===== src/sv/skh_pkg.sv =====
package skh_pkg;

	// Number of scanned knobs (1 to 16).
	localparam int KNOB_COUNT = 8;

	// Field widths.
	localparam int CH_W     = 4;
	localparam int SAMPLE_W = 16;
	localparam int KNOB_W   = 15;
	localparam int HYST_W   = 15;
	localparam int LEVEL_W  = 8;

	// Report level is the stored value shifted right by this amount.
	localparam int LEVEL_SHIFT = 5;

	// Knob index width, at least one bit.
	localparam int KIDX_W = (KNOB_COUNT > 1) ? $clog2(KNOB_COUNT) : 1;

	// Shared adder width: holds a signed difference of two 15-bit values.
	localparam int ALU_W = KNOB_W + 2;

	// Reset value of the hysteresis register.
	localparam logic [HYST_W-1:0] HYST_RESET = HYST_W'(16);

	// Input action codes.
	localparam logic ACT_SAMPLE = 1'b0;
	localparam logic ACT_READ   = 1'b1;

	// Result kind codes.
	localparam logic KIND_MUX    = 1'b0;
	localparam logic KIND_REPORT = 1'b1;

	// Sequencer states.
	typedef enum logic [2:0] {
		S_IDLE,
		S_DIFF,
		S_ABS,
		S_CMP,
		S_ADV,
		S_EMIT,
		S_READ
	} state_t;

	// Operands of the shared adder: sum = a + b + cin.
	typedef struct packed {
		logic [ALU_W-1:0] a;
		logic [ALU_W-1:0] b;
		logic             cin;
	} alu_req_t;

	// Write request into the knob store.
	typedef struct packed {
		logic              en;
		logic [KIDX_W-1:0] idx;
		logic [KNOB_W-1:0] data;
	} store_wr_t;

endpackage


===== src/sv/skh_alu.sv =====
// Shared adder used by every arithmetic step of the sample sequence.
module skh_alu import skh_pkg::*; (
	input  alu_req_t         req,
	output logic [ALU_W-1:0] sum
);

	// Add with carry in; subtraction is a + ~b + 1.
	assign sum = req.a + req.b + ALU_W'(req.cin);

endmodule


===== config.mk =====
export PLATFORM = sky130hd
export DESIGN_NAME = skh_alu
export DESIGN_NICKNAME = d
export VERILOG_FILES = /design/src/sv/skh_pkg.sv /design/src/sv/skh_alu.sv
export SDC_FILE = /design/constraint.sdc
export NUM_CORES = 1
export LEC_CHECK = 0
export ABC_AREA = 1
export BUFFER_PORTS_ARGS = -buffer_cell sky130_fd_sc_hd__buf_2
export CAP_MARGIN = 15
export CORE_MARGIN = 2
export CORE_UTILIZATION = 53
export DETAILED_ROUTE_END_ITERATION = 6
export PLACE_DENSITY = 0.95
export SLEW_MARGIN = 30
export SYNTH_ARGS = -nofsm -noshare
export SYNTH_HDL_FRONTEND = slang
export SYNTH_SLANG_ARGS = --single-unit

===== constraint.sdc =====
create_clock -name vclk -period 3.9
set_input_delay 0.78 -clock vclk [all_inputs]
set_output_delay 0.78 -clock vclk [all_outputs]
set_load 0.005 [all_outputs]

# Word level (Yosys, flattened, before mapping)
# Cells that the tools add are included.
# classes
n_eq_ne,0
shifts,0
n_reduce_logical,0
order_cmp,0
add_sub_neg,2
n_bitwise,0
multipliers,0
div,0
n_mux,0
# op_table
op,n
$add A17 B1 Y17,1
$add A17 B17 Y17,1
# totals
input_bits,35
mem_bits_ro,0
out_inout_bits,17
latchBits,0
reg_bits,0
ram_bits,0
wordCells,2
n_memories,0

# Longest topological paths before layout
# logic_depth
ltp_word,2
mapped_depth,10
ltp_nobuf,10

# Worst setup path after synthesis
# No wires, ideal clock.
# synth_path
path_kind,input to output
start,input port req[0] (netlist bit)
end,output port sum[14]
path_buffers,0
arrival_time_ps,2142
t_required_ps,3120
slack_ps,978
stages,10
path_cell_list,fa_1 fa_1 nand2_1 nand2_1 nand3b_1 nand2_2 nand2_1 nand2_1 nand2_1 nand2_1
# synth_via
elab_chain_len,1
# synth_lines
item,line_no,rtl
start: declaration,skh_alu.sv:3,"input alu_req_t req,"
$add A17 B1 Y17,skh_alu.sv:8,assign sum = req.a + req.b + ALU_W'(req.cin);
end: declaration,skh_alu.sv:4,output logic [ALU_W-1:0] sum
# Every way passes these cells.

# Final worst setup path
# Same ends and word-level chain as after synthesis.

==> impl_metrics.json <==
{
  "outcome": "complete, no violations",
  "route.detailed.drc": 0,
  "yosys_warnings": 0,
  "post_drt_wl_per_cell_um": 9.13,
  "leakage_nw": 0.914,
  "netlist_instances": 197,
  "core_area_mm2": 0.00178,
  "end_kind": "output port",
  "seq_cells": 0,
  "critPathKind": "in -> out",
  "switching_share_pct": 56.0,
  "postCtsResizedCells": 0,
  "fin_tns_setup_ns": 0,
  "routed_wl_um": 2500,
  "diodes": 0,
  "max_freq_mhz": 307,
  "dpl_cell_area_mm2": 0.00132,
  "arrival_ns": 2.48,
  "drtIter0Drc": 22,
  "cts_hold_buf": 0,
  "power.total_w": 0.000209,
  "crit_fanout": 3,
  "worstSetupEndpoint": "sum[14]",
  "vdd_drop_max_mv": 0.0827,
  "busiest_layer": "met2",
  "maxCapViolCount": 0,
  "initial_core_util_pct": 57.9,
  "critPathSlowestCell": "fa_1",
  "grt_use_met3_pct": 0,
  "clkbuf_count": 0,
  "clock_power_share_pct": 0,
  "seqPwrFrac_pct": 0,
  "gr-total-overflow": 0,
  "via_count": 1265,
  "synth.avg_cell_area_um2": 5.24,
  "viasPerCell": 4.62,
  "rows": 15,
  "place_hpwl_um": 2270,
  "max_slew.worst_pin.slew_ns": 0.207,
  "dieHeight_um": 48.1,
  "power_density_mw_per_mm2": 158,
  "layout.nets": 303,
  "fillCellCount": 160,
  "setup_violations": 0,
  "io_buffers": 52,
  "internal_power_w": 0.0000919,
  "min_period_ns": 3.26,
  "final_common_cell": "nand2_1",
  "fin_crit_sh_pct": 83.5,
  "critPathLaunchType": "primary input",
  "drtAntennaViolNets": 0,
  "hold_path_class": "in -> out",
  "routabilityCongestion": 0.844,
  "rsz0062_at_grt": "no",
  "drt-pass1-iter-count": 4,
  "dieArea_mm2": 0.00232,
  "drive_gt1_share_pct": 28.5,
  "holdWs_ns": 1.89,
  "syn_area_mm2": 0.00103,
  "gr-usage-met1_pct": 28.4,
  "cpMostUsedCell": "nand2_1",
  "slew_violations": 0,
  "slew_headroom_pct": 86.2,
  "cpPeakStageDelay_ns": 0.45,
  "io_pins": 52,
  "ys_seq_area_share_pct": 0,
  "final_cell_mix": "nand2_1 (84), buf_2 (52), inv_1 (40)",
  "grt_pass1_vias": 1026,
  "grt_max_degree": 6,
  "use_met2_pct": 44.5,
  "ys_types": 15,
  "cts_setup_buffers": 0,
  "power.switching_w": 0.000117,
  "fin_area_mm2": 0.00132,
  "synth_fp_nets": 249,
  "grt_pass1_wl_um": 3870,
  "track_usage_pct": 22.5,
  "antenna_found_initial": 0,
  "die_x_um": 48.1,
  "utilization_pct": 74.2,
  "worstSetupStartpoint": "req[0]",
  "syn_to_final_growth_pct": 28.2,
  "hold_violations": 0,
  "regArea_um2": 0,
  "crit_required_ns": 3.12,
  "path_cells": "buf_2 -> fa_1 -> fa_1 -> nand2_1 -> nand2_1 -> nand3b_1 -> nand2_2 -> nand2_1 -> nand2_1 -> nand2_1 -> nand2_1 -> buf_2",
  "combPwrFrac_pct": 100.0
}
-- cell usage after synthesis, drive strengths merged --
cell    count  area [µm²]
fa          2        40.0
nand3b      2        15.0
inv        44         165
nor3        4        40.0
a21oi       8        43.8
nand2      94         378
or2         2        12.5
nand3      10        50.1
ha         15         188
xor2        5        43.8
xnor2       3        26.3
nor2        8        30.0
-- cells by family (layout without fill, tap and decap cells) --
| kind of cell | count (synthesis) | count (layout) | synth area share [%] |
|---|---|---|---|
| fa+ha+maj | 17 | 17 | 22.1 |
| compound gates | 8 | 8 | 4.24 |
| xor+xnor | 8 | 8 | 6.79 |
| simple gates | 120 | 120 | 50.9 |
| buf+inv | 44 | 96 | 16.0 |
-- layout make-up --
cell class	instances	area, µm²	area share, %
tap	25	31.3	2.36
inverter	44	165	12.5
timing repair buffer	52	260	19.7
multi-input combinational	153	867	65.5
-- worst max-delay path, delay by kind of cell --
family	cells	cell delay, ns
adder cells (fa/ha/maj)	2	0.86
AND/OR/NAND/NOR	8	0.61
buffers and inverters	2	0.22
-- power by group through the flow --
stage                     clock, W  combinational (W)  sequential (W)
after floorplan                  0           0.000136               0
after global placement           0           0.000203               0
after detailed placement         0           0.000209               0
after CTS                        0           0.000209               0
after global routing             0           0.000240               0
final                            0           0.000209               0
-- how the worst min path moves through the flow --
| stage | startpoint | to | slack (ns) | depth (start not counted) |
|---|---|---|---|---|
| after floorplan | req[18] | sum[0] | 1.71 | 1 |
| after global placement | req[18] | sum[0] | 1.89 | 3 |
| after detailed placement | req[18] | sum[0] | 1.89 | 3 |
| after CTS | req[18] | sum[0] | 1.89 | 3 |
| after global routing | req[18] | sum[0] | 1.93 | 3 |
| final | req[18] | sum[0] | 1.89 | 3 |
-- through the flow --
stage	worst slack [ns]	instances
2_1_floorplan	0.978	197
3_3_place_gp	0.685	274
3_5_place_dp	0.655	274
4_1_cts	0.647	274
5_1_grt	0.525	274
6_report	0.642	274
-- routing by layer --
| layer | share of wire, % | vias to the layer above |
|---|---|---|
| met2 | 50 | 26 |
| met3 | 2.5 | 2 |
| met1 | 47 | 541 |
| met5 | 0 | - |
| li1 | - | 696 |
| met4 | 0.48 | 0 |
Power figures use the tool's default switching activity.
