<file path="src/sv/skh_pkg.sv">
package skh_pkg;

	// Number of scanned knobs (1 to 16).
	localparam int KNOB_COUNT = 8;

	// Field widths.
	localparam int CH_W     = 4;
	localparam int SAMPLE_W = 16;
	localparam int KNOB_W   = 15;
	localparam int HYST_W   = 15;
	localparam int LEVEL_W  = 8;

	// Report level is the stored value shifted right by this amount.
	localparam int LEVEL_SHIFT = 5;

	// Knob index width, at least one bit.
	localparam int KIDX_W = (KNOB_COUNT > 1) ? $clog2(KNOB_COUNT) : 1;

	// Shared adder width: holds a signed difference of two 15-bit values.
	localparam int ALU_W = KNOB_W + 2;

	// Reset value of the hysteresis register.
	localparam logic [HYST_W-1:0] HYST_RESET = HYST_W'(16);

	// Input action codes.
	localparam logic ACT_SAMPLE = 1'b0;
	localparam logic ACT_READ   = 1'b1;

	// Result kind codes.
	localparam logic KIND_MUX    = 1'b0;
	localparam logic KIND_REPORT = 1'b1;

	// Sequencer states.
	typedef enum logic [2:0] {
		S_IDLE,
		S_DIFF,
		S_ABS,
		S_CMP,
		S_ADV,
		S_EMIT,
		S_READ
	} state_t;

	// Operands of the shared adder: sum = a + b + cin.
	typedef struct packed {
		logic [ALU_W-1:0] a;
		logic [ALU_W-1:0] b;
		logic             cin;
	} alu_req_t;

	// Write request into the knob store.
	typedef struct packed {
		logic              en;
		logic [KIDX_W-1:0] idx;
		logic [KNOB_W-1:0] data;
	} store_wr_t;

endpackage

</file>
<file path="src/sv/skh_knob_store.sv">
// Stored knob values with one write port and one read port.
module skh_knob_store import skh_pkg::*; (
	input  logic              clk,
	input  logic              arst_n,
	input  store_wr_t         wr,
	input  logic [KIDX_W-1:0] rd_idx,
	output logic [KNOB_W-1:0] rd_data
);

	logic [KNOB_W-1:0] knob_q [KNOB_COUNT];

	// Write port; all knobs read as zero after reset.
	always_ff @(posedge clk or negedge arst_n) begin
		if (!arst_n) begin
			for (int i = 0; i < KNOB_COUNT; i++) begin
				knob_q[i] <= '0;
			end
		end else if (wr.en) begin
			knob_q[wr.idx] <= wr.data;
		end
	end

	// Read port.
	assign rd_data = knob_q[rd_idx];

endmodule

</file>
<file path="config.mk">
export PLATFORM = sky130hd
export DESIGN_NAME = skh_knob_store
export DESIGN_NICKNAME = d
export VERILOG_FILES = /design/src/sv/skh_pkg.sv /design/src/sv/skh_knob_store.sv
export SDC_FILE = /design/constraint.sdc
export NUM_CORES = 1
export LEC_CHECK = 0
export BUFFER_PORTS_ARGS = -buffer_cell sky130_fd_sc_hd__buf_4
export CORE_ASPECT_RATIO = 0.75
export CORE_MARGIN = 2
export CORE_UTILIZATION = 46
export DETAILED_ROUTE_END_ITERATION = 8
export HOLD_SLACK_MARGIN = 0.06
export SLEW_MARGIN = 20
export SYNTH_ARGS = -nofsm -noshare
export SYNTH_HDL_FRONTEND = slang
export SYNTH_SLANG_ARGS = --single-unit
</file>
<file path="constraint.sdc">
create_clock -name clk -period 1.86 [get_ports clk]
set_input_delay 0.372 -clock clk [delete_from_list [all_inputs] [get_ports clk]]
set_output_delay 0.372 -clock clk [all_outputs]
set_load 0.05 [all_outputs]
</file>
Word-level counts from Yosys, hierarchy flattened
Cells that the tools add are included.

Register bits after elaboration: 120. Bits of input ports: 24. Output and inout port bits: 15. Logic and storage cells: 20.

$lt $le $gt $ge: 3. Mux-type cells: 6. Bitwise operators: 2. Reductions and logical operators: 1.

Operators by type and width (number): $bwmux W120 (1); $bmux W15 S3 (1); $demux W15 S3 (1); $mux W15 (3); $ge A4 B4 Y1 const B (2); $not A3 Y4 (2); $lt A4 B1 Y1 const B (1); $logic_and A1 B1 Y1 (1).

Logic depth before layout (Yosys ltp)
Gate-level depths: netlist (run 1).

Depth after elaboration: 6. Depth in mapped cells: 5. Mapped depth without buffers: 2.

Least setup slack after synthesis (run 1)
OpenSTA, ideal clock, no wires.

Path kind: in2out. Start: input rd_idx[0]. End: output rd_data[14]. Arrival: 1.433 ns. Data required time: 1.488 ns. Path slack: 0.055 ns. Cell stages on the path: 3. Cell sequence: buf_6 > mux4_1 > mux2_2.

Word-level cells in the longest chain between the ends: 4.

RTL lines: from (decl) (RTL line skh_knob_store.sv:6) `input logic [KIDX_W-1:0] rd_idx,`; $not A3 Y4 (not written as such) (RTL line skh_knob_store.sv:24) `assign rd_data = knob_q[rd_idx];`; $bmux W15 S3 (RTL line skh_knob_store.sv:24); $mux W15 (not written as such) (2 in a row) (RTL line skh_knob_store.sv:24); to (decl) (RTL line skh_knob_store.sv:7) `output logic [KNOB_W-1:0] rd_data`.

No other way between the ends. The select of a mux whose other input is x is not followed.

Final worst setup path (run 1)
Start: register knob_q[114] (netlist bit). End: output rd_data[9].

Word-level cells in the longest chain between the ends: 3.

RTL lines: from (decl) (RTL line skh_knob_store.sv:10) `logic [KNOB_W-1:0] knob_q [KNOB_COUNT];`; from (signal, indexed assignment) (RTL line skh_knob_store.sv:19) `knob_q[wr.idx] <= wr.data;`; $bmux W15 S3 (RTL line skh_knob_store.sv:24); $mux W15 (not written as such) (2 in a row) (RTL line skh_knob_store.sv:24).

No other way between the ends. The select of a mux whose other input is x is not followed.

==> impl_results.html, run 1 <==
<table>
<tr><th>Metric</th><th>Value</th></tr>
<tr><th colspan="2">Timing</th></tr>
<tr><td>Final worst-path cycle share</td><td>1.12</td></tr>
<tr><td>Worst slew slack as a fraction of its limit</td><td>0.513</td></tr>
<tr><td>Number of endpoints with negative hold slack in the final report</td><td>0</td></tr>
<tr><td>Highest clock rate</td><td>between 0.4 and 0.5 GHz</td></tr>
<tr><td>Unrepaired setup endpoints after global routing</td><td>yes</td></tr>
<tr><td>Crit path time final</td><td>2.09 ns</td></tr>
<tr><td>Slew Limit Fails</td><td>0</td></tr>
<tr><td>Pin slew with the least headroom to its limit</td><td>about 0.73 ns</td></tr>
<tr><td>Max Clock Skew</td><td>0 ns</td></tr>
<tr><td>Slack of the critical path</td><td>-0.229 ns</td></tr>
<tr><td>Final number of setup-violating endpoints</td><td>15</td></tr>
<tr><th colspan="2">Power</th></tr>
<tr><td>Net switching component of the power</td><td>roughly 2300 uW</td></tr>
<tr><td>Leakage power</td><td>0.00305 uW</td></tr>
<tr><td>Internal power</td><td>6730 uW</td></tr>
<tr><td>Switching part of the total power</td><td>0.251</td></tr>
<tr><td>Largest voltage drop on the vdd net</td><td>roughly 0.00070 V</td></tr>
<tr><td>Gate power share</td><td>0.231</td></tr>
<tr><td>Clock network fraction of total power</td><td>0.381</td></tr>
<tr><td>Relative contribution of sequential cells to total power</td><td>0.388</td></tr>
<tr><td>PwrDens</td><td>1290 mW/mm^2</td></tr>
<tr><th colspan="2">Floorplanning</th></tr>
<tr><td>Die area</td><td>0.0131 sq mm</td></tr>
<tr><td>Placeable core region</td><td>0.0117 sq mm</td></tr>
<tr><td>Die outline height</td><td>99.8 microns</td></tr>
<tr><td>Count of pins on the block boundary</td><td>39</td></tr>
<tr><td>Initial standard-cell utilization of the core</td><td>0.479</td></tr>
<tr><td>DIE WIDTH</td><td>132 microns</td></tr>
<tr><td>Row count</td><td>34</td></tr>
<tr><th colspan="2">Synthesis</th></tr>
<tr><td>Register area share after synthesis</td><td>0.534</td></tr>
<tr><td>Biggest area contributors in the synthesized netlist</td><td>sky130_fd_sc_hd__dfrtp_1 53%, sky130_fd_sc_hd__mux2_2 25%, sky130_fd_sc_hd__mux4_1 9.3%</td></tr>
<tr><td>Mean post-synth cell area</td><td>approximately 18 sq um</td></tr>
<tr><td>Area of the mapped netlist</td><td>roughly 0.0056 sq mm</td></tr>
<tr><td>Synth warn</td><td>0</td></tr>
<tr><td>Distinct cell type count after synthesis</td><td>15</td></tr>
<tr><td>Synthesized instance count</td><td>316</td></tr>
<tr><td>Top-area cell type share of the netlist area</td><td>0.534</td></tr>
<tr><td>Cell taking the most area after synthesis</td><td>sky130_fd_sc_hd__dfrtp_1</td></tr>
<tr><td>Number of nets in the synthesized netlist</td><td>340</td></tr>
<tr><td>Synth Register Bits</td><td>120</td></tr>
<tr><th colspan="2">Detailed routing</th></tr>
<tr><td>Met3 WL</td><td>around 370 microns</td></tr>
<tr><td>Top layer in use</td><td>met4</td></tr>
<tr><td>Number of search-and-repair iterations in the first detailed-routing pass</td><td>4</td></tr>
<tr><td>Metal-1 WL</td><td>a little under 6000 microns</td></tr>
<tr><td>Via-to-Cell Ratio</td><td>~5.5</td></tr>
<tr><td>Via total after detailed routing</td><td>3,041</td></tr>
<tr><td>Met2 routed wirelength</td><td>~5500 microns</td></tr>
<tr><td>Routed len/inst</td><td>approximately 22 microns</td></tr>
<tr><td>Count of nets left with antenna violations after detail routing</td><td>0</td></tr>
<tr><td>Remaining routing DRC violations</td><td>0</td></tr>
<tr><td>Violation count after the first detailed-routing iteration</td><td>149</td></tr>
<tr><td>WL final</td><td>around 12,000 microns</td></tr>
<tr><th colspan="2">Clocking</th></tr>
<tr><td>CTS Root Cell</td><td>sky130_fd_sc_hd__clkbuf_16</td></tr>
<tr><td>Clock transition at the registers of the reported paths</td><td>0.05 ns</td></tr>
<tr><td>CTS tree</td><td>yes</td></tr>
<tr><td>Clk buf depth</td><td>2</td></tr>
<tr><td>CTS Sinks</td><td>between 100 and 150</td></tr>
<tr><td>Latest clock arrival within the worst-skew pair</td><td>0.40 ns</td></tr>
<tr><td>Depth of the CTS H-tree</td><td>4</td></tr>
<tr><td>Number of buffers added by the clock tree synthesis step</td><td>17</td></tr>
<tr><th colspan="2">Critical path</th></tr>
<tr><td>Class of the most critical setup path</td><td>register to primary output</td></tr>
<tr><td>CP Data Arrival Time</td><td>1.72 ns</td></tr>
<tr><td>Kind of end point of the critical path</td><td>primary output</td></tr>
<tr><td>Crit-path max FO</td><td>2</td></tr>
<tr><td>Required @ worst endpoint</td><td>approximately 1.5 ns</td></tr>
<tr><td>Worst R2R Setup Slack</td><td>0.96 ns</td></tr>
<tr><td>Sort of element at the start of the critical path</td><td>register</td></tr>
<tr><th colspan="2">Global routing</th></tr>
<tr><td>Number of global-route vias before repair</td><td>about 3,300</td></tr>
<tr><td>Number of antenna violations at the first check in global routing</td><td>0</td></tr>
<tr><td>Total congestion overflow</td><td>0</td></tr>
<tr><td>Maximum number of pins on one net before global-route repair</td><td>46</td></tr>
<tr><td>Global-route usage over all layers</td><td>0.198</td></tr>
<tr><td>Wire length of the first global-routing pass</td><td>between 15,000 and 20,000 microns</td></tr>
<tr><th colspan="2">Cells and area</th></tr>
<tr><td>Top Registers</td><td>knob_q x120</td></tr>
<tr><td>Final instance area</td><td>0.00697 sq mm</td></tr>
<tr><td>Max reg flops</td><td>120</td></tr>
<tr><td>Most common cell after layout, fill and taps aside</td><td>sky130_fd_sc_hd__dfrtp_1</td></tr>
<tr><td>Final Core Density</td><td>0.594</td></tr>
<tr><td>Fraction of layout instances using a drive strength above 1</td><td>0.680</td></tr>
<tr><td>Register bank with the most flops</td><td>knob_q</td></tr>
<tr><td>Total Nets Final</td><td>about 400</td></tr>
<tr><td>Area added between synthesis and finish</td><td>23.9%</td></tr>
<tr><td>Diode count</td><td>0</td></tr>
<tr><td>Top library cells by usage in the layout, fill and taps aside</td><td>120 x sky130_fd_sc_hd__dfrtp_1, 110 x sky130_fd_sc_hd__mux2_2, 38 x sky130_fd_sc_hd__buf_4, 28 x sky130_fd_sc_hd__mux4_2, 25 x sky130_fd_sc_hd__mux2_4</td></tr>
<tr><th colspan="2">Run</th></tr>
<tr><td>Max-cap viol count</td><td>0</td></tr>
<tr><th colspan="2">Place</th></tr>
<tr><td>Total of buffers placed on input and output ports</td><td>38</td></tr>
<tr><td>HPWL after detailed placement</td><td>about 6800 microns</td></tr>
<tr><td>Final Wtd Congestion</td><td>0.673</td></tr>
<tr><td>Placed instance area</td><td>0.00618 sq mm</td></tr>
<tr><th colspan="2">Status</th></tr>
<tr><td>Status</td><td>finished, violations left</td></tr>
<tr><td>Violated checks</td><td>negative setup slack</td></tr>
<tr><th colspan="2">Worst hold path</th></tr>
<tr><td>Tightest Hold Check Type</td><td>input port to register</td></tr>
</table>
==> final timing paths <==
check / to / from / depth (start not counted)
min reg2reg: knob_q[65] / knob_q[65] / 1
max reg2reg: knob_q[17] / knob_q[17] / 2
max: rd_data[9] / knob_q[114] / 3
min: knob_q[116] / wr[11] / 2
min in group asynchronous: knob_q[26] / arst_n / 2
max in group asynchronous: knob_q[96] / arst_n / 3
==> through the flow <==
stage	instances	power (uW)	hold WS [ns]	setup WS [ns]	setup TNS [ns]
floorplan	316	4760	0.0764	0.0547	0
global placement	509	5210	0.301	-0.224	-3.08
detailed placement	509	5280	0.298	-0.253	-3.35
CTS	544	9040	0.239	-0.243	-3.36
global route	550	9390	0.245	-0.279	-3.90
finish	550	8990	0.259	-0.229	-3.07
==> area by class of cell <==
class	count	area, sq um
Multi-Input combinational cell	173	2420
Fill cell	929	4770
Tap cell	162	203
Timing Repair Buffer	65	729
Clock inverter	9	148
Clock buffer	21	470
Sequential cell	120	3000
==> cells in the mapped netlist <==
cell / instances
sky130_fd_sc_hd__mux2_2: 124
sky130_fd_sc_hd__dfrtp_1: 120
sky130_fd_sc_hd__mux4_1: 20
sky130_fd_sc_hd__mux2_4: 11
sky130_fd_sc_hd__mux4_2: 10
sky130_fd_sc_hd__buf_6: 9
sky130_fd_sc_hd__buf_2: 7
sky130_fd_sc_hd__and4bb_2: 3
sky130_fd_sc_hd__clkbuf_1: 3
sky130_fd_sc_hd__nand4b_2: 3
sky130_fd_sc_hd__buf_8: 2
sky130_fd_sc_hd__buf_1: 1
sky130_fd_sc_hd__buf_4: 1
sky130_fd_sc_hd__nand4_2: 1
sky130_fd_sc_hd__nor4b_4: 1
==> routing by layer <==
layer  vias to the layer above  track usage
li1                       1335            -
met1                      1642        0.271
met2                        50        0.304
met3                        14       0.0515
met4                         0       0.0786
met5                         -            0
==> cell families after synthesis <==
logic type,count (synthesis),share of synthesized area
flip-flops,120,0.534
AND/OR/NAND/NOR,8,0.0211
buffers and inverters,23,0.0336
multiplexers,165,0.411
==> critical path, cell delays in order (launching register included) <==
cell                      delay, ns
sky130_fd_sc_hd__dfrtp_1       0.39
sky130_fd_sc_hd__mux4_2        0.49
sky130_fd_sc_hd__mux2_4        0.29
sky130_fd_sc_hd__buf_6         0.15
==> what timing repair did <==
action / 4_1_cts / 5_1_grt
pin swaps: 0 / 0
endpoints found under the hold margin: 19 / 0
buffers inserted: 4 / 6
endpoints found under the setup margin: 15 / 15
hold buffers: 1 / 0
resized for setup: 54 / 5
==> power groups by stage <==
| stage | registers [uW] | logic [uW] | clock network [uW] |
|---|---|---|---|
| 6_report | 3490 | 2080 | 3420 |
| 4_1_cts | 3480 | 2050 | 3510 |
| 5_1_grt | 3560 | 2210 | 3620 |
| 2_1_floorplan | 3390 | 1360 | 0 |
| 3_5_place_dp | 3500 | 1790 | 0 |
| 3_3_place_gp | 3470 | 1740 | 0 |
Note: power is estimated with default switching activity, not from simulation.
==> run 2, diff against run 1 <==
CORE_UTILIZATION = 45   (was 46)
clock period = 1.8 ns   (was 1.86 ns; I/O delays follow)
==> run 2 against run 1 <==
The run still ends with negative setup slack left. Total power grew 3.1%. Sequential cell count is the same. Clock skew is the same. Via count shrank 0.16%. Hold slack lost 0.016 ns. Register-to-register slack lost 0.18 ns. Clock power grew 3%. Utilization shrank 2.1 points. Global-route usage shrank 0.28 points. Cell count grew 0.18%. Sequential share of layout area shrank 0.16 points. First-iteration DRC count shrank 11%.
==> impl_results.html, run 2 (synthesis results as in run 1) <==
<table>
<tr><th>Metric</th><th>Value</th></tr>
<tr><th colspan="2">Detailed routing</th></tr>
<tr><td>Number of search-and-repair iterations in the first detailed-routing pass</td><td>4</td></tr>
<tr><td>Top layer in use</td><td>met4</td></tr>
<tr><td>Met2 routed wirelength</td><td>5700 microns</td></tr>
<tr><td>Routed len/inst</td><td>21.2 microns</td></tr>
<tr><td>Via total after detailed routing</td><td>a little over 3,000</td></tr>
<tr><td>Violation count after the first detailed-routing iteration</td><td>132</td></tr>
<tr><td>Metal-1 WL</td><td>between 5000 and 6000 microns</td></tr>
<tr><td>Remaining routing DRC violations</td><td>0</td></tr>
<tr><td>Count of nets left with antenna violations after detail routing</td><td>0</td></tr>
<tr><td>Met3 WL</td><td>352 microns</td></tr>
<tr><td>WL final</td><td>11,700 microns</td></tr>
<tr><td>Via-to-Cell Ratio</td><td>5.51</td></tr>
<tr><th colspan="2">Power</th></tr>
<tr><td>Largest voltage drop on the vdd net</td><td>0.000689 V</td></tr>
<tr><td>PwrDens</td><td>1320 mW/mm^2</td></tr>
<tr><td>Leakage power</td><td>around 0.003 uW</td></tr>
<tr><th colspan="2">Timing</th></tr>
<tr><td>Slack of the critical path</td><td>-0.274 ns</td></tr>
<tr><td>Final number of setup-violating endpoints</td><td>15</td></tr>
<tr><td>Pin slew with the least headroom to its limit</td><td>0.378 ns</td></tr>
<tr><td>Max Clock Skew</td><td>0 ns</td></tr>
<tr><td>Number of endpoints with negative hold slack in the final report</td><td>0</td></tr>
<tr><td>Setup TNS after final layout</td><td>-3.78 ns</td></tr>
<tr><td>Highest clock rate</td><td>0.482 GHz</td></tr>
<tr><td>Slew Limit Fails</td><td>0</td></tr>
<tr><td>Unrepaired setup endpoints after global routing</td><td>yes</td></tr>
<tr><td>Final worst-path cycle share</td><td>1.15</td></tr>
<tr><td>Crit path time final</td><td>a little over 2 ns</td></tr>
<tr><td>Worst slew slack as a fraction of its limit</td><td>0.748</td></tr>
<tr><th colspan="2">Cells and area</th></tr>
<tr><td>Top library cells by usage in the layout, fill and taps aside</td><td>120 x sky130_fd_sc_hd__dfrtp_1, 109 x sky130_fd_sc_hd__mux2_2, 30 x sky130_fd_sc_hd__mux4_2, 30 x sky130_fd_sc_hd__buf_4, 26 x sky130_fd_sc_hd__mux2_4</td></tr>
<tr><td>Most common cell after layout, fill and taps aside</td><td>sky130_fd_sc_hd__dfrtp_1</td></tr>
<tr><td>Max reg flops</td><td>120</td></tr>
<tr><td>Total Nets Final</td><td>slightly below 400</td></tr>
<tr><td>Diode count</td><td>0</td></tr>
<tr><td>Fillcell total</td><td>about 1,000</td></tr>
<tr><td>Area added between synthesis and finish</td><td>24.4%</td></tr>
<tr><td>Top Registers</td><td>knob_q x120</td></tr>
<tr><td>Register bank with the most flops</td><td>knob_q</td></tr>
<tr><td>Fraction of layout instances using a drive strength above 1</td><td>0.678</td></tr>
<tr><td>Final Core Density</td><td>0.573</td></tr>
<tr><td>Final instance area</td><td>between 0.006 and 0.007 sq mm</td></tr>
<tr><th colspan="2">Critical path</th></tr>
<tr><td>Required @ worst endpoint</td><td>1.44 ns</td></tr>
<tr><td>Crit-path max FO</td><td>2</td></tr>
<tr><td>Kind of end point of the critical path</td><td>primary output</td></tr>
<tr><td>Reg2reg start</td><td>knob_q[105]</td></tr>
<tr><td>Top Family by Delay on Critical Path</td><td>multiplexers</td></tr>
<tr><td>Worst R2R Setup Slack</td><td>0.78 ns</td></tr>
<tr><td>Sort of element at the start of the critical path</td><td>register</td></tr>
<tr><td>Buf+Inv Stages, Crit Path</td><td>1</td></tr>
<tr><td>Worst r2r dst</td><td>knob_q[105]</td></tr>
<tr><td>CP Data Arrival Time</td><td>1.71 ns</td></tr>
<tr><td>Class of the most critical setup path</td><td>register to primary output</td></tr>
<tr><td>Cell-by-cell listing of the critical path</td><td>mux4_2 &gt; mux2_4 &gt; buf_8</td></tr>
<tr><td>Delay of the slowest cell on the worst path</td><td>0.48 ns</td></tr>
<tr><td>Max stage delay cell, worst path</td><td>sky130_fd_sc_hd__mux4_2</td></tr>
<tr><td>Number of cell instances on the worst register-to-register path</td><td>3</td></tr>
<tr><th colspan="2">Worst hold path</th></tr>
<tr><td>Tightest Hold Check Type</td><td>input port to register</td></tr>
<tr><td>Capture endpoint of the worst hold path</td><td>knob_q[118]</td></tr>
<tr><td>Min-Delay Path Depth</td><td>2</td></tr>
<tr><td>Startpoint of the tightest hold check path</td><td>wr[13]</td></tr>
<tr><th colspan="2">Clocking</th></tr>
<tr><td>Depth of the CTS H-tree</td><td>4</td></tr>
<tr><td>Number of buffers added by the clock tree synthesis step</td><td>17</td></tr>
<tr><td>CTS tree</td><td>yes</td></tr>
<tr><td>Clk buf depth</td><td>2</td></tr>
<tr><td>Latest clock arrival within the worst-skew pair</td><td>0.40 ns</td></tr>
<tr><td>CTS Root Cell</td><td>sky130_fd_sc_hd__clkbuf_16</td></tr>
<tr><td>Clock transition at the registers of the reported paths</td><td>approximately 0.050 ns</td></tr>
<tr><td>CTS Sinks</td><td>120</td></tr>
<tr><th colspan="2">Floorplanning</th></tr>
<tr><td>DIE WIDTH</td><td>133 microns</td></tr>
<tr><td>Die outline height</td><td>around 100 microns</td></tr>
<tr><td>Die area</td><td>0.0134 sq mm</td></tr>
<tr><td>Row count</td><td>35</td></tr>
<tr><td>Count of pins on the block boundary</td><td>39</td></tr>
<tr><td>Placeable core region</td><td>between 0.01 and 0.015 sq mm</td></tr>
<tr><td>Initial standard-cell utilization of the core</td><td>0.460</td></tr>
<tr><th colspan="2">Global routing</th></tr>
<tr><td>Number of antenna violations at the first check in global routing</td><td>0</td></tr>
<tr><td>Wire length of the first global-routing pass</td><td>slightly below 20,000 microns</td></tr>
<tr><td>Global-route usage over all layers</td><td>0.195</td></tr>
<tr><td>Total congestion overflow</td><td>0</td></tr>
<tr><td>Maximum number of pins on one net before global-route repair</td><td>59</td></tr>
<tr><td>Number of global-route vias before repair</td><td>3,363</td></tr>
<tr><th colspan="2">Place</th></tr>
<tr><td>Total of buffers placed on input and output ports</td><td>38</td></tr>
<tr><td>Final Wtd Congestion</td><td>0.698</td></tr>
<tr><td>Placed instance area</td><td>0.00623 sq mm</td></tr>
<tr><td>HPWL after detailed placement</td><td>6810 microns</td></tr>
<tr><td>Worst setup timing slack at the placement stage</td><td>-0.272 ns</td></tr>
<tr><th colspan="2">Status</th></tr>
<tr><td>Violated checks</td><td>negative setup slack</td></tr>
<tr><td>Status</td><td>finished, violations left</td></tr>
<tr><th colspan="2">Run</th></tr>
<tr><td>Max-cap viol count</td><td>0</td></tr>
</table>
run 2: cell count changes in the layout (fill, tap and decap cells not counted):
cell	change
sky130_fd_sc_hd__mux2_4	+1
sky130_fd_sc_hd__buf_6	-3
sky130_fd_sc_hd__mux4_2	+2
sky130_fd_sc_hd__buf_8	+3
sky130_fd_sc_hd__buf_4	-8
sky130_fd_sc_hd__clkbuf_8	-1
sky130_fd_sc_hd__mux2_2	-1
sky130_fd_sc_hd__clkbuf_1	+2
sky130_fd_sc_hd__mux4_1	-2
sky130_fd_sc_hd__buf_12	+4
run 2: repair_timing:
| action | 4_1_cts | 5_1_grt |
|---|---|---|
| resized for setup | 64 | 1 |
| buffers inserted | 2 | 4 |
| setup endpoints to repair | 15 | 15 |
| hold endpoints to repair | 120 | 0 |
| hold buffers | 1 | 0 |
run 2: worst max-delay path by stage:
stage | endpoint | startpoint | cells after the start | slack, ns
after floorplan | rd_data[14] | rd_idx[0] | 3 | 0.02
after global placement | rd_data[2] | rd_idx[0] | 5 | -0.26
after detailed placement | rd_data[2] | rd_idx[0] | 5 | -0.27
after CTS | rd_data[4] | knob_q[49] | 3 | -0.28
after global routing | rd_data[12] | knob_q[12] | 3 | -0.31
final | rd_data[12] | knob_q[87] | 3 | -0.27
run 2: per-layer routing:
layer  vias to the layer above  global-route usage
li1                       1315                   -
met1                      1657               0.265
met2                        50               0.309
met3                        14              0.0468
met4                         0              0.0711
met5                         -                   0
run 2: report_power, final:
group,switching (uW),total (uW),internal [uW]
clock network,1140,3510,2370
logic,883,2150,1270
registers,306,3600,3300
total,2330,9270,6940
run 2: per-stage QoR:
stage	power, uW	hold slack [ns]	cells
floorplan	4910	0.0644	316
global placement	5400	0.176	513
detailed placement	5470	0.180	513
CTS	9330	0.229	547
global route	9690	0.239	551
finish	9270	0.244	551
run 2: area by class of cell:
type | instances | area (sq um) | share of cell area
Clock inverter | 9 | 148 | 0.0211
Sequential cell | 120 | 3000 | 0.429
Timing Repair Buffer | 61 | 761 | 0.109
Multi-Input combinational cell | 173 | 2410 | 0.345
Clock buffer | 22 | 464 | 0.0664
Tap cell | 166 | 208 | 0.0297
==> run 3, diff against run 2 <==
RECOVER_POWER = 25   (was not set)
==> run 3 against run 2 <==
The run still ends with negative setup slack left. Combinational power about the same. Non-clock buffer count unchanged. Sequential share of layout area increased by 0.19 points. Critical path type unchanged. Largest power group unchanged.
==> impl_results.html, run 3 (synthesis results as in run 1) <==
<table>
<tr><th>Metric</th><th>Value</th></tr>
<tr><th colspan="2">Floorplanning</th></tr>
<tr><td>Die outline height</td><td>101 microns</td></tr>
<tr><td>Row count</td><td>35</td></tr>
<tr><td>DIE WIDTH</td><td>around 130 microns</td></tr>
<tr><td>Initial standard-cell utilization of the core</td><td>0.460</td></tr>
<tr><td>Placeable core region</td><td>0.0122 sq mm</td></tr>
<tr><td>Count of pins on the block boundary</td><td>39</td></tr>
<tr><td>Die area</td><td>0.0134 sq mm</td></tr>
<tr><th colspan="2">Cells and area</th></tr>
<tr><td>Fillcell total</td><td>~1,000</td></tr>
<tr><td>Diode count</td><td>0</td></tr>
<tr><td>Fraction of layout instances using a drive strength above 1</td><td>0.675</td></tr>
<tr><td>Register area</td><td>0.00300 sq mm</td></tr>
<tr><td>Max reg flops</td><td>120</td></tr>
<tr><td>Area added between synthesis and finish</td><td>23.9%</td></tr>
<tr><td>Top Registers</td><td>knob_q x120</td></tr>
<tr><td>Most common cell after layout, fill and taps aside</td><td>sky130_fd_sc_hd__dfrtp_1</td></tr>
<tr><td>Top library cells by usage in the layout, fill and taps aside</td><td>120 x sky130_fd_sc_hd__dfrtp_1, 109 x sky130_fd_sc_hd__mux2_2, 30 x sky130_fd_sc_hd__mux4_2, 29 x sky130_fd_sc_hd__buf_4, 26 x sky130_fd_sc_hd__mux2_4</td></tr>
<tr><td>Register bank with the most flops</td><td>knob_q</td></tr>
<tr><td>Total Nets Final</td><td>397</td></tr>
<tr><td>Area of the multi-input gates</td><td>~0.0024 sq mm</td></tr>
<tr><th colspan="2">Clocking</th></tr>
<tr><td>CTS tree</td><td>yes</td></tr>
<tr><td>Latest clock arrival within the worst-skew pair</td><td>0.40 ns</td></tr>
<tr><td>Clk buf depth</td><td>2</td></tr>
<tr><td>CTS Root Cell</td><td>sky130_fd_sc_hd__clkbuf_16</td></tr>
<tr><td>Number of buffers added by the clock tree synthesis step</td><td>17</td></tr>
<tr><td>Clock transition at the registers of the reported paths</td><td>0.05 ns</td></tr>
<tr><td>CTS Sinks</td><td>120</td></tr>
<tr><td>Depth of the CTS H-tree</td><td>4</td></tr>
<tr><th colspan="2">Timing</th></tr>
<tr><td>Final number of setup-violating endpoints</td><td>15</td></tr>
<tr><td>Final worst-path cycle share</td><td>1.15</td></tr>
<tr><td>Number of endpoints with negative hold slack in the final report</td><td>0</td></tr>
<tr><td>Max Clock Skew</td><td>0 ns</td></tr>
<tr><td>Crit path time final</td><td>2.07 ns</td></tr>
<tr><td>Worst slew slack as a fraction of its limit</td><td>0.434</td></tr>
<tr><td>Highest clock rate</td><td>0.482 GHz</td></tr>
<tr><td>Slack of the critical path</td><td>-0.275 ns</td></tr>
<tr><td>Smallest hold slack</td><td>0.243 ns</td></tr>
<tr><td>Unrepaired setup endpoints after global routing</td><td>yes</td></tr>
<tr><td>Slew Limit Fails</td><td>0</td></tr>
<tr><td>Pin slew with the least headroom to its limit</td><td>0.849 ns</td></tr>
<tr><th colspan="2">Detailed routing</th></tr>
<tr><td>Via total after detailed routing</td><td>3,025</td></tr>
<tr><td>Remaining routing DRC violations</td><td>0</td></tr>
<tr><td>Count of nets left with antenna violations after detail routing</td><td>0</td></tr>
<tr><td>Routed len/inst</td><td>21.2 microns</td></tr>
<tr><td>Via-to-Cell Ratio</td><td>~5.5</td></tr>
<tr><td>Number of search-and-repair iterations in the first detailed-routing pass</td><td>4</td></tr>
<tr><td>WL final</td><td>11,700 microns</td></tr>
<tr><td>Violation count after the first detailed-routing iteration</td><td>126</td></tr>
<tr><th colspan="2">Global routing</th></tr>
<tr><td>Maximum number of pins on one net before global-route repair</td><td>59</td></tr>
<tr><td>Wire length of the first global-routing pass</td><td>19,200 microns</td></tr>
<tr><td>Number of global-route vias before repair</td><td>3,363</td></tr>
<tr><td>Number of antenna violations at the first check in global routing</td><td>0</td></tr>
<tr><td>Total congestion overflow</td><td>0</td></tr>
<tr><td>Global-route usage over all layers</td><td>0.195</td></tr>
<tr><th colspan="2">Power</th></tr>
<tr><td>Overall power after layout</td><td>9260 uW</td></tr>
<tr><td>Leakage power</td><td>0.00303 uW</td></tr>
<tr><td>PwrDens</td><td>~1300 mW/mm^2</td></tr>
<tr><td>Largest voltage drop on the vdd net</td><td>0.000690 V</td></tr>
<tr><th colspan="2">Critical path</th></tr>
<tr><td>Sort of element at the start of the critical path</td><td>register</td></tr>
<tr><td>Number of cell instances on the worst register-to-register path</td><td>3</td></tr>
<tr><td>Class of the most critical setup path</td><td>register to primary output</td></tr>
<tr><td>Worst R2R Setup Slack</td><td>0.79 ns</td></tr>
<tr><td>Kind of end point of the critical path</td><td>primary output</td></tr>
<tr><td>CP Data Arrival Time</td><td>1.71 ns</td></tr>
<tr><td>Reg2reg start</td><td>knob_q[105]</td></tr>
<tr><td>Required @ worst endpoint</td><td>between 1 and 1.5 ns</td></tr>
<tr><td>Worst r2r dst</td><td>knob_q[105]</td></tr>
<tr><td>Crit-path max FO</td><td>2</td></tr>
<tr><th colspan="2">Worst hold path</th></tr>
<tr><td>Tightest Hold Check Type</td><td>input port to register</td></tr>
<tr><td>Min-Delay Path Depth</td><td>2</td></tr>
<tr><td>Startpoint of the tightest hold check path</td><td>wr[13]</td></tr>
<tr><td>Capture endpoint of the worst hold path</td><td>knob_q[118]</td></tr>
<tr><th colspan="2">Place</th></tr>
<tr><td>Final Wtd Congestion</td><td>0.698</td></tr>
<tr><td>HPWL after detailed placement</td><td>6810 microns</td></tr>
<tr><td>Total of buffers placed on input and output ports</td><td>38</td></tr>
<tr><th colspan="2">Status</th></tr>
<tr><td>Violated checks</td><td>negative setup slack</td></tr>
<tr><td>Status</td><td>finished, violations left</td></tr>
<tr><th colspan="2">Run</th></tr>
<tr><td>Max-cap viol count</td><td>0</td></tr>
</table>
## run 3: changes by cell type in the layout (fill, tap and decap cells not counted)
cell / before / now
sky130_fd_sc_hd__buf_12: 15 / 13
sky130_fd_sc_hd__clkbuf_4: 0 / 1
sky130_fd_sc_hd__buf_4: 30 / 29
sky130_fd_sc_hd__clkbuf_1: 3 / 4
sky130_fd_sc_hd__clkbuf_2: 0 / 1
## run 3: cell type report
type	instances	share of cell area
clock buffers	22	0.0667
clock inverters	9	0.0212
multi-input cells	173	0.346
flip-flops and latches	120	0.431
well taps	166	0.0298
repair buffers	61	0.105
## run 3: worst max-delay path, stage by stage (launching register included)
cell and delay (ns):
sky130_fd_sc_hd__dfrtp_1 0.39, sky130_fd_sc_hd__mux4_2 0.48, sky130_fd_sc_hd__mux2_4 0.29, sky130_fd_sc_hd__buf_8 0.15
## run 3: metrics by stage
step	setup TNS (ns)	instance area [sq um]	worst slack [ns]	utilization	cells
after global routing	-4.46	6960	-0.314	0.570	551
after global placement	-3.54	6230	-0.258	0.510	513
after CTS	-4.10	6970	-0.285	0.570	547
after floorplan	0	5620	0.0187	-	316
after detailed placement	-3.69	6230	-0.272	0.510	513
final	-3.79	6960	-0.275	0.570	551
## run 3: metal layers
metal | part of all wire | GRT usage
met5 | 0 | 0
met4 | 0.012 | 0.0711
met3 | 0.029 | 0.0468
met2 | 0.49 | 0.309
met1 | 0.47 | 0.265
## run 3: where the power goes
part | total (uW) | internal (uW) | switching [uW] | leakage [uW]
combinational | 2140 | 1260 | 880 | 0.00129
clock | 3520 | 2370 | 1150 | 0.000300
sequential | 3600 | 3300 | 305 | 0.00144
total | 9260 | 6930 | 2330 | 0.00303
## run 3: worst max path at each step
stage	startpoint	end	slack [ns]	depth (start not counted)
floorplan	rd_idx[0]	rd_data[14]	0.02	3
global placement	rd_idx[0]	rd_data[2]	-0.26	5
detailed placement	rd_idx[0]	rd_data[2]	-0.27	5
CTS	knob_q[49]	rd_data[4]	-0.28	3
global route	knob_q[12]	rd_data[12]	-0.31	3
finish	knob_q[87]	rd_data[12]	-0.27	3
## run 3: repair_timing
action | 4_1_cts | 5_1_grt
hold buffers | 1 | 0
setup buffers | 2 | 4
pin swaps | 0 | 0
endpoints found under the hold margin | 120 | 0
endpoints found under the setup margin | 15 | 15
resized for setup | 64 | 1
